### src/sv/fta_pkg.sv
// Shared types and constants for the frame time averager.
// Used by the delta cells, the elapsed clock, the advance pipeline and the top level.
package fta_pkg;

    // Item kinds carried in the low bits of the input tuser.
    typedef enum logic [1:0] {
        KIND_TICK    = 2'd0,
        KIND_RESTART = 2'd1,
        KIND_RESUME  = 2'd2
    } t_kind;

    // Delta loaded into every ring cell on reset and on restart.
    localparam int RESTART_DELTA = 10;

    // Last value of the seconds and minutes counters before they wrap.
    localparam logic [5:0] CLOCK_LAST = 6'd59;

    // Width of 30 * average * gain, and the largest frame advance.
    localparam int          PROD_W  = 29;
    localparam logic [18:0] ADV_MAX = 19'h7FFFF;

    // Counter values reported with each result item.
    typedef struct packed {
        logic [7:0] fps;
        logic [7:0] hours;
        logic [5:0] minutes;
        logic [5:0] seconds;
        logic [9:0] millis;
    } t_report;

endpackage

### src/sv/frame_time_averager_unit.sv
// Frame time averager top level: delta cell chain, running sum, clock and result pipeline.
// Depends on fta_pkg, fta_cell, fta_clock and fta_advance.
//
// Usage:
//   The input stream carries one item per frame event. tuser holds the kind
//   (tick, restart, resume) and the frozen flag; tdata holds the 8-bit
//   millisecond clock sample. Every accepted item gives exactly one result
//   item on the output stream with the average frame time, the frame
//   advance in Q11.8, the latched frames per second and the elapsed time.
//   The configuration channel writes the Q8.8 speed gain; it is always ready.
//   The user must write it only while the block is idle; the block itself does not enforce this.
//   Throughput is one item per cycle while the receiver does not stall. A result
//   passes through each register of the result pipeline in turn after its item
//   is accepted (input, average by reciprocal multiply, gain multiply, scale by
//   30, reciprocal multiply for the division by the tick count, output).
//   The delta chain, sum and clock update in the accepting cycle, so the next
//   item may follow at once.
//   When the receiver stalls, the whole result pipeline holds and tready
//   of the input falls until the output register is taken.
//   Reset fills every delta cell with ten at once, clears the clock, the
//   frame counts and the pipeline, and sets the gain to 1.0.
module frame_time_averager_unit import fta_pkg::*; #(
    parameter int RING_DEPTH       = 16,
    parameter int TICKS_PER_SECOND = 1000
) (
    input  logic        i_clk,
    input  logic        i_rst_n,
    // Input items.
    input  logic        i_s_axis_tvalid,
    output logic        o_s_axis_tready,
    input  logic [7:0]  i_s_axis_tdata,  // [7:0] clock_sample
    input  logic [2:0]  i_s_axis_tuser,  // [1:0] kind, [2] frozen
    // Result items.
    output logic        o_m_axis_tvalid,
    input  logic        i_m_axis_tready,
    output logic [71:0] o_m_axis_tdata,  // [7:0] average_frame_ms, [26:8] frame_advance,
                                         // [34:27] frames_per_second, [42:35] elapsed_hours,
                                         // [48:43] elapsed_minutes, [54:49] elapsed_seconds,
                                         // [64:55] elapsed_millis, [71:65] zero
    // Speed gain register.
    input  logic        i_cfg_valid,
    output logic        o_cfg_ready,
    input  logic [15:0] i_cfg_data
);

    localparam int SUM_W = 8 + $clog2(RING_DEPTH);
    localparam logic [SUM_W-1:0] SUM_RESET = SUM_W'(RESTART_DELTA * RING_DEPTH);

    t_kind            kind;
    logic             frozen, accept, in_ready;
    logic             tick, restart, load_prev, use_avg;
    logic [7:0]       delta;
    logic [SUM_W-1:0] n_sum, sum_out;
    logic [7:0]       chain [RING_DEPTH];
    logic [7:0]       r_prev;
    logic [SUM_W-1:0] r_sum;
    logic             r_avg_valid;
    logic [15:0]      r_turbo;
    t_report          report, out_report;
    logic [7:0]       out_avg;
    logic [18:0]      out_adv;

    assign kind   = t_kind'(i_s_axis_tuser[1:0]);
    assign frozen = i_s_axis_tuser[2];
    assign accept = i_s_axis_tvalid && in_ready;
    assign delta  = i_s_axis_tdata - r_prev;

    // The oldest delta leaves the tail of the chain as the new one enters.
    assign n_sum = r_sum - {{(SUM_W - 8){1'b0}}, chain[RING_DEPTH-1]}
                         + {{(SUM_W - 8){1'b0}}, delta};

    // Decode of the item kind.
    always_comb begin
        tick      = 1'b0;
        restart   = 1'b0;
        load_prev = 1'b0;
        use_avg   = r_avg_valid;
        sum_out   = r_sum;
        case (kind)
            KIND_TICK: begin
                if (frozen) begin
                    use_avg = 1'b0;
                end else begin
                    tick      = accept;
                    load_prev = accept;
                    use_avg   = 1'b1;
                    sum_out   = n_sum;
                end
            end
            KIND_RESTART: begin
                restart   = accept;
                load_prev = accept;
                use_avg   = 1'b0;
            end
            KIND_RESUME: begin
                load_prev = accept;
            end
            default: begin
                load_prev = 1'b0;
            end
        endcase
    end

    // Chain of delta cells.
    for (genvar g = 0; g < RING_DEPTH; g++) begin : g_cell
        if (g == 0) begin : g_head
            fta_cell u_cell (
                .i_clk   (i_clk),
                .i_rst_n (i_rst_n),
                .i_shift (tick),
                .i_load  (restart),
                .i_data  (delta),
                .o_data  (chain[g])
            );
        end else begin : g_body
            fta_cell u_cell (
                .i_clk   (i_clk),
                .i_rst_n (i_rst_n),
                .i_shift (tick),
                .i_load  (restart),
                .i_data  (chain[g-1]),
                .o_data  (chain[g])
            );
        end
    end

    // Running sum, reference sample, average state and speed gain.
    always_ff @(posedge i_clk) begin
        if (!i_rst_n) begin
            r_prev      <= '0;
            r_sum       <= SUM_RESET;
            r_avg_valid <= 1'b0;
            r_turbo     <= 16'd256;
        end else begin
            if (load_prev) begin
                r_prev <= i_s_axis_tdata;
            end
            if (restart) begin
                r_sum       <= SUM_RESET;
                r_avg_valid <= 1'b0;
            end else if (tick) begin
                r_sum       <= n_sum;
                r_avg_valid <= 1'b1;
            end
            if (i_cfg_valid) begin
                r_turbo <= i_cfg_data;
            end
        end
    end

    fta_clock #(
        .TICKS_PER_SECOND (TICKS_PER_SECOND)
    ) u_clock (
        .i_clk     (i_clk),
        .i_rst_n   (i_rst_n),
        .i_tick    (tick),
        .i_restart (restart),
        .i_delta   (delta),
        .o_next    (report)
    );

    fta_advance #(
        .RING_DEPTH       (RING_DEPTH),
        .TICKS_PER_SECOND (TICKS_PER_SECOND),
        .SUM_W            (SUM_W)
    ) u_advance (
        .i_clk     (i_clk),
        .i_rst_n   (i_rst_n),
        .i_valid   (accept),
        .o_ready   (in_ready),
        .i_use_avg (use_avg),
        .i_sum     (sum_out),
        .i_turbo   (r_turbo),
        .i_report  (report),
        .o_valid   (o_m_axis_tvalid),
        .i_ready   (i_m_axis_tready),
        .o_avg     (out_avg),
        .o_adv     (out_adv),
        .o_report  (out_report)
    );

    assign o_s_axis_tready = in_ready;
    assign o_cfg_ready     = 1'b1;
    assign o_m_axis_tdata  = {7'b0, out_report.millis, out_report.seconds,
                              out_report.minutes, out_report.hours, out_report.fps,
                              out_adv, out_avg};

endmodule

### src/sv/fta_cell.sv
// One cell of the delta shift chain: holds one frame delta.
// Depends on fta_pkg for the restart delta.
module fta_cell import fta_pkg::*; (
    input  logic       i_clk,
    input  logic       i_rst_n,
    input  logic       i_shift,
    input  logic       i_load,
    input  logic [7:0] i_data,
    output logic [7:0] o_data
);

    logic [7:0] r_delta;

    // Reset and restart refill the cell; a tick takes the delta at its input (the new delta at the head).
    always_ff @(posedge i_clk) begin
        if (!i_rst_n || i_load) begin
            r_delta <= 8'(RESTART_DELTA);
        end else if (i_shift) begin
            r_delta <= i_data;
        end
    end

    assign o_data = r_delta;

endmodule

### src/sv/fta_clock.sv
// Elapsed time counters, frame tally and latched frames per second.
// Depends on fta_pkg for the report struct and clock constants.
module fta_clock import fta_pkg::*; #(
    parameter int TICKS_PER_SECOND = 1000
) (
    input  logic       i_clk,
    input  logic       i_rst_n,
    input  logic       i_tick,
    input  logic       i_restart,
    input  logic [7:0] i_delta,
    output t_report    o_next
);

    // With a large tick count the millisecond counter stays below it;
    // otherwise it may grow and is kept as a full 32-bit word.
    localparam int MW = (TICKS_PER_SECOND >= 255) ? $clog2(TICKS_PER_SECOND + 255) : 32;
    localparam logic [MW-1:0] TPS_C = MW'(TICKS_PER_SECOND);

    logic [MW-1:0] r_millis, n_millis, millis_sum;
    logic [5:0]    r_sec, n_sec, r_min, n_min;
    logic [7:0]    r_hours, n_hours, r_tally, n_tally, r_fps, n_fps;
    logic [MW+9:0] millis_ext;

    // Next counter values for this item.
    always_comb begin
        millis_sum = r_millis + MW'(i_delta);
        n_millis   = r_millis;
        n_sec      = r_sec;
        n_min      = r_min;
        n_hours    = r_hours;
        n_tally    = r_tally;
        n_fps      = r_fps;
        if (i_restart) begin
            n_millis = '0;
            n_sec    = '0;
            n_min    = '0;
            n_hours  = '0;
        end else if (i_tick) begin
            if (millis_sum >= TPS_C) begin
                n_millis = millis_sum - TPS_C;
                n_fps    = r_tally;
                n_tally  = 8'd1;
                if (r_sec == CLOCK_LAST) begin
                    n_sec = '0;
                    if (r_min == CLOCK_LAST) begin
                        n_min   = '0;
                        n_hours = r_hours + 8'd1;
                    end else begin
                        n_min = r_min + 6'd1;
                    end
                end else begin
                    n_sec = r_sec + 6'd1;
                end
            end else begin
                n_millis = millis_sum;
                n_tally  = r_tally + 8'd1;
            end
        end
    end

    always_ff @(posedge i_clk) begin
        if (!i_rst_n) begin
            r_millis <= '0;
            r_sec    <= '0;
            r_min    <= '0;
            r_hours  <= '0;
            r_tally  <= '0;
            r_fps    <= '0;
        end else begin
            r_millis <= n_millis;
            r_sec    <= n_sec;
            r_min    <= n_min;
            r_hours  <= n_hours;
            r_tally  <= n_tally;
            r_fps    <= n_fps;
        end
    end

    // The report shows the counters after this item's update.
    assign millis_ext     = {10'b0, n_millis};
    assign o_next.fps     = n_fps;
    assign o_next.hours   = n_hours;
    assign o_next.minutes = n_min;
    assign o_next.seconds = n_sec;
    assign o_next.millis  = millis_ext[9:0];

endmodule

### src/sv/fta_advance.sv
// Result pipeline: average from the delta sum, then the frame advance,
// with the output register. Depends on fta_pkg for the report struct.
module fta_advance import fta_pkg::*; #(
    parameter int RING_DEPTH       = 16,
    parameter int TICKS_PER_SECOND = 1000,
    parameter int SUM_W            = 12
) (
    input  logic             i_clk,
    input  logic             i_rst_n,
    input  logic             i_valid,
    output logic             o_ready,
    input  logic             i_use_avg,
    input  logic [SUM_W-1:0] i_sum,
    input  logic [15:0]      i_turbo,
    input  t_report          i_report,
    output logic             o_valid,
    input  logic             i_ready,
    output logic [7:0]       o_avg,
    output logic [18:0]      o_adv,
    output t_report          o_report
);

    // Exact division by a constant: multiply by the rounded-up reciprocal.
    localparam int AVG_S  = SUM_W + $clog2(RING_DEPTH);
    localparam int AVG_MW = SUM_W + 2;
    localparam logic [63:0] AVG_M64 =
        ((64'd1 << AVG_S) + 64'(RING_DEPTH) - 64'd1) / 64'(RING_DEPTH);
    localparam logic [AVG_MW-1:0] AVG_M = AVG_M64[AVG_MW-1:0];
    localparam int AVG_PW = SUM_W + AVG_MW;

    localparam int ADV_S  = PROD_W + $clog2(TICKS_PER_SECOND);
    localparam int ADV_MW = PROD_W + 2;
    localparam logic [63:0] ADV_M64 =
        ((64'd1 << ADV_S) + 64'(TICKS_PER_SECOND) - 64'd1) / 64'(TICKS_PER_SECOND);
    localparam logic [ADV_MW-1:0] ADV_M = ADV_M64[ADV_MW-1:0];
    localparam int ADV_PW = PROD_W + ADV_MW;

    logic              en;
    logic              r_v1, r_v2, r_v3, r_v4, r_v5, r_out_valid;
    logic              r_use1;
    logic [SUM_W-1:0]  r_sum1;
    logic [7:0]        r_avg2, r_avg3, r_avg4, r_avg5, r_avg_out;
    logic [23:0]       r_gain3;
    logic [PROD_W-1:0] r_prod4;
    logic [ADV_PW-1:0] r_scaled5;
    logic [18:0]       r_adv_out;
    t_report           r_rep1, r_rep2, r_rep3, r_rep4, r_rep5, r_rep_out;

    logic [AVG_PW-1:0] avg_prod, avg_shift;
    logic [7:0]        avg_val;
    logic [ADV_PW-1:0] adv_shift;
    logic [PROD_W-1:0] adv_quot;
    logic [18:0]       adv_val;

    // The whole pipeline holds while the output register waits.
    assign en      = !r_out_valid || i_ready;
    assign o_ready = en;

    // Average and frame advance arithmetic between the stages.
    always_comb begin
        avg_prod  = {AVG_MW'(0), r_sum1} * {SUM_W'(0), AVG_M};
        avg_shift = avg_prod >> AVG_S;
        avg_val   = r_use1 ? avg_shift[7:0] : 8'd0;
        adv_shift = r_scaled5 >> ADV_S;
        adv_quot  = adv_shift[PROD_W-1:0];
        adv_val   = (adv_quot > PROD_W'(ADV_MAX)) ? ADV_MAX : adv_quot[18:0];
    end

    // Valid bits of the stages.
    always_ff @(posedge i_clk) begin
        if (!i_rst_n) begin
            r_v1        <= 1'b0;
            r_v2        <= 1'b0;
            r_v3        <= 1'b0;
            r_v4        <= 1'b0;
            r_v5        <= 1'b0;
            r_out_valid <= 1'b0;
        end else if (en) begin
            r_v1        <= i_valid;
            r_v2        <= r_v1;
            r_v3        <= r_v2;
            r_v4        <= r_v3;
            r_v5        <= r_v4;
            r_out_valid <= r_v5;
        end
    end

    // Stage payloads.
    always_ff @(posedge i_clk) begin
        if (en) begin
            r_use1    <= i_use_avg;
            r_sum1    <= i_sum;
            r_rep1    <= i_report;
            r_avg2    <= avg_val;
            r_rep2    <= r_rep1;
            r_avg3    <= r_avg2;
            r_gain3   <= {16'b0, r_avg2} * {8'b0, i_turbo};
            r_rep3    <= r_rep2;
            r_avg4    <= r_avg3;
            r_prod4   <= {r_gain3, 5'b0} - {4'b0, r_gain3, 1'b0};
            r_rep4    <= r_rep3;
            r_avg5    <= r_avg4;
            r_scaled5 <= {ADV_MW'(0), r_prod4} * {PROD_W'(0), ADV_M};
            r_rep5    <= r_rep4;
            r_avg_out <= r_avg5;
            r_adv_out <= adv_val;
            r_rep_out <= r_rep5;
        end
    end

    assign o_valid  = r_out_valid;
    assign o_avg    = r_avg_out;
    assign o_adv    = r_adv_out;
    assign o_report = r_rep_out;

endmodule

### config.mk
export PLATFORM = sky130hd
export DESIGN_NAME = frame_time_averager_unit
export DESIGN_NICKNAME = d
export VERILOG_FILES = /design/src/sv/fta_pkg.sv /design/src/sv/frame_time_averager_unit.sv /design/src/sv/fta_cell.sv /design/src/sv/fta_clock.sv /design/src/sv/fta_advance.sv
export SDC_FILE = /design/constraint.sdc
export NUM_CORES = 2
export LEC_CHECK = 0
export BUFFER_PORTS_ARGS = -buffer_cell sky130_fd_sc_hd__buf_4
export CAP_MARGIN = 5
export CORE_MARGIN = 1.5
export CORE_UTILIZATION = 45
export CTS_CLUSTER_SIZE = 12
export DETAILED_ROUTE_END_ITERATION = 8
export PLACE_DENSITY = 0.72
export SYNTH_ARGS = -nofsm -noshare
export SYNTH_HDL_FRONTEND = slang
export SYNTH_SLANG_ARGS = --single-unit
export TNS_END_PERCENT = 10
### constraint.sdc
create_clock -name i_clk -period 13.98 [get_ports i_clk]
set_input_delay 0.699 -clock i_clk [delete_from_list [all_inputs] [get_ports i_clk]]
set_output_delay 0.699 -clock i_clk [all_outputs]
set_load 0.1 [all_outputs]
==> results_dict.tcl <==
set metrics [dict create \
    initial_core_util_pct 45.43 \
    grt_pass1_wl_um 125000 \
    min_from "i_cfg_data[8]" \
    synth_area_um2 38740 \
    die_x_um 296.4 \
    syn2layout_area_growth_pct 10.39 \
    finalSetupViolCount 0 \
    grt_pass1_vias 24018 \
    antenna_found_initial 3 \
    hpwl_um 58000 \
    wirelength_um 76870 \
    gr-total-overflow 0 \
    gp_congestion 0.8832 \
    ios 107 \
    cts_buffer_depth 3 \
    grtUsageTotal_pct 17.90 \
    final_net_count 4440 \
    coreArea_um2 85280 \
    vias 24084 \
    reg2reg_depth 23 \
    root_buffer "clkbuf_16" \
    worstMarginPinSlew_ns 1.006 \
    post_drt_wl_per_cell_um 16.02 \
    rsz0062_at_grt "false" \
    fin_crit_sh_pct 56.45 \
    min_to "r_turbo[8]" \
    r2r-end "u_advance.r_scaled5[57]" \
    outcome "finished, final reports clean" \
    fin_skew_ns 0.02942 \
    tns_ns 0 \
    cts_tree "done" \
    min_path_cells 3 \
    clkLatencyLatePin_ns 0.60 \
    synth_edf_count 368 \
    r2r-start "u_advance.r_prod4[14]" \
    post-synth-top-area-fraction_pct 28.52 \
    syn_inst 3518 \
    yosysSeqAreaShare_pct 39.79 \
    synth_warnings 0 \
    grt_max_degree 100 \
    drv_cap 0 \
    rrSetupSlack_ns 6.09 \
    crit_arrival_ns 8.24 \
    synth_top_cell_by_area "edfxtp_1" \
    n_antenna_cell 0 \
    die_h_um 296.4 \
    yosys-top-cells-area "edfxtp_1 29%, fa_1 18%, ha_1 15%" \
    viasPerCell 5.020 \
    layout-drive-gt1-share_pct 7.635 \
    slew_violations 0 \
    cts_hold_buf 0 \
    dieArea_um2 87860 \
    cts_num_sinks 586 \
    ys_async_sr_fraction_pct 0 \
    multi_input_area_um2 20700 \
    io_buffers 98 \
    synth_common_cells "598 x inv_1, 456 x ha_1, 436 x nand2_1, 368 x edfxtp_1, 348 x fa_1" \
    min_path_type "in -> reg" \
    first_pass_iters 5 \
    clkTransAtPathRegs_ns 0.06 \
    synth_flop_cell "edfxtp_1" \
    fin_hold_ws_ns 0.3386 \
    synth_most_common_cell "inv_1" \
    crit_fanout 10 \
    final_antenna_net_count 0 \
    cp-end-kind "register" \
    drt_iter0_markers 1327 \
    start_kind "register" \
    fillerInstances 7579 \
    slew_headroom_pct 32.72 \
    max_clock_freq_mhz 126.7 \
    cts.repair.resized 0 \
    cts.htree.levels 3 \
    regArea_um2 15410 \
    min_period_ns 7.891 \
    path_class "reg -> reg" \
    numCtsBuffers 67 \
    drc 0 \
    avgSynthCellArea_um2 11.01 \
    synth-seq-cells 586 \
    post_cts_buffers 0 \
    synth.distinct_cells 88 \
    hold_viol 0 \
    row_count 107 \
    required_ns 14.33 \
]
==> worst max-delay path, stage by stage (launching register included) <==
cell       delay (ns)
edfxtp_1         0.75
ha_1             0.37
fa_1             0.46
fa_1             0.54
inv_1            0.05
fa_1             0.49
inv_1            0.05
fa_1             0.51
fa_1             0.44
fa_1             0.54
inv_1            0.05
fa_1             0.50
inv_1            0.04
ha_1             0.35
nand4_1          0.18
nor3_1           0.28
nand4_1          0.13
a2bb2oi_1        0.21
a2111oi_4        0.64
o2bb2ai_2        0.27
a2111oi_4        0.15
o31ai_2          0.31
o21ai_0          0.16
o31a_1           0.12
==> sequential cells by signal, indices dropped and copies added (netlist names), 12 cells and up <==
signal,flops
r_sum,12
u_advance.r_rep4,38
g_cell.g_body.u_cell.o_data,120
u_advance.r_rep2,38
u_advance.r_rep1,38
u_advance.r_rep3,38
u_advance.o_adv,19
r_turbo,16
u_advance.r_scaled5,20
u_advance.r_rep5,38
u_advance.r_gain3,24
u_advance.o_report,38
u_advance.r_prod4,28
==> kinds of logic after synthesis <==
family                     synth area share, %
adders and majority gates                32.71
muxes                                    1.334
and+or+nand+nor                          10.32
DFF                                      39.79
AOI/OAI and AO/OA                        7.141
other                                  0.01939
buffers and inverters                    6.931
xor gates and xnor gates                 1.760
==> how the worst max path moves through the flow <==
| stage | startpoint | to | slack [ns] | cells past startpoint |
|---|---|---|---|---|
| 4_1_cts | u_advance.r_prod4[16] | u_advance.r_scaled5[48] | 6.13 | 23 |
| 3_5_place_dp | u_advance.r_prod4[8] | u_advance.r_scaled5[48] | 6.14 | 23 |
| 6_report | u_advance.r_prod4[14] | u_advance.r_scaled5[57] | 6.09 | 23 |
| 2_1_floorplan | u_advance.o_valid | u_advance.r_rep1[35] | 0.63 | 8 |
| 5_1_grt | u_advance.r_prod4[10] | u_advance.r_scaled5[57] | 5.74 | 23 |
| 3_3_place_gp | u_advance.r_prod4[8] | u_advance.r_scaled5[48] | 6.28 | 23 |
==> per-layer routing <==
| metal | routed length [µm] | vias to the layer above | track usage, % | part of all wire, % |
|---|---|---|---|---|
| met2 | 38470 | 352 | 30.99 | 50 |
| met3 | 2821 | 112 | 2.585 | 3.7 |
| met1 | 33490 | 11811 | 23.14 | 44 |
| met5 | 0 | - | 0 | 0 |
| li1 | - | 11809 | - | - |
| met4 | 2094 | 0 | 5.538 | 2.7 |
==> area by class of cell <==
cell class	instances	share of cell area [%]
repair buffers	112	1.966
flip-flops and latches	586	36.04
well taps	1144	3.347
multi-input cells	2237	48.40
clock buffers	92	4.327
clock inverters	27	0.6319
inverters	600	5.284
==> placed cells by master (no fill, tap or decap), types with 7 or more instances in the layout <==
cell type    n
conb_1       8
and3_1      15
and2_1      79
buf_4      112
a211oi_1    20
nand2b_1    19
clkbuf_1    17
a21oi_1    180
xor2_1      27
mux2i_1     40
o21ai_0     61
ha_1       456
xnor2_1     49
o21a_1      14
nand4_1     16
or3_1       12
mux2_2       9
inv_1      598
a31oi_1      7
nor3_1      31
edfxtp_1   368
or2_2       27
nor2b_1     15
nand3_1     52
fa_1       348
clkbuf_8     8
dfxtp_1    218
o211ai_1    21
clkinv_1     7
nor2_1     130
a21o_1      37
nand2_1    435
clkbuf_16   67
or4_1        9
==> per-stage QoR <==
stage	utilization (%)	cell area, µm²	std cells	setup slack (ns)
after global routing	50.15	42770	4798	5.741
after detailed placement	47.66	40650	4679	6.141
after global placement	47.66	40650	4679	6.282
final	50.15	42770	4798	6.089
after CTS	50.15	42770	4798	6.130
after floorplan	-	38760	3524	0.6342
Power is left out: the tool's default activity adds up to more than one toggle a clock period on the data nets, which glitch-free logic cannot reach.
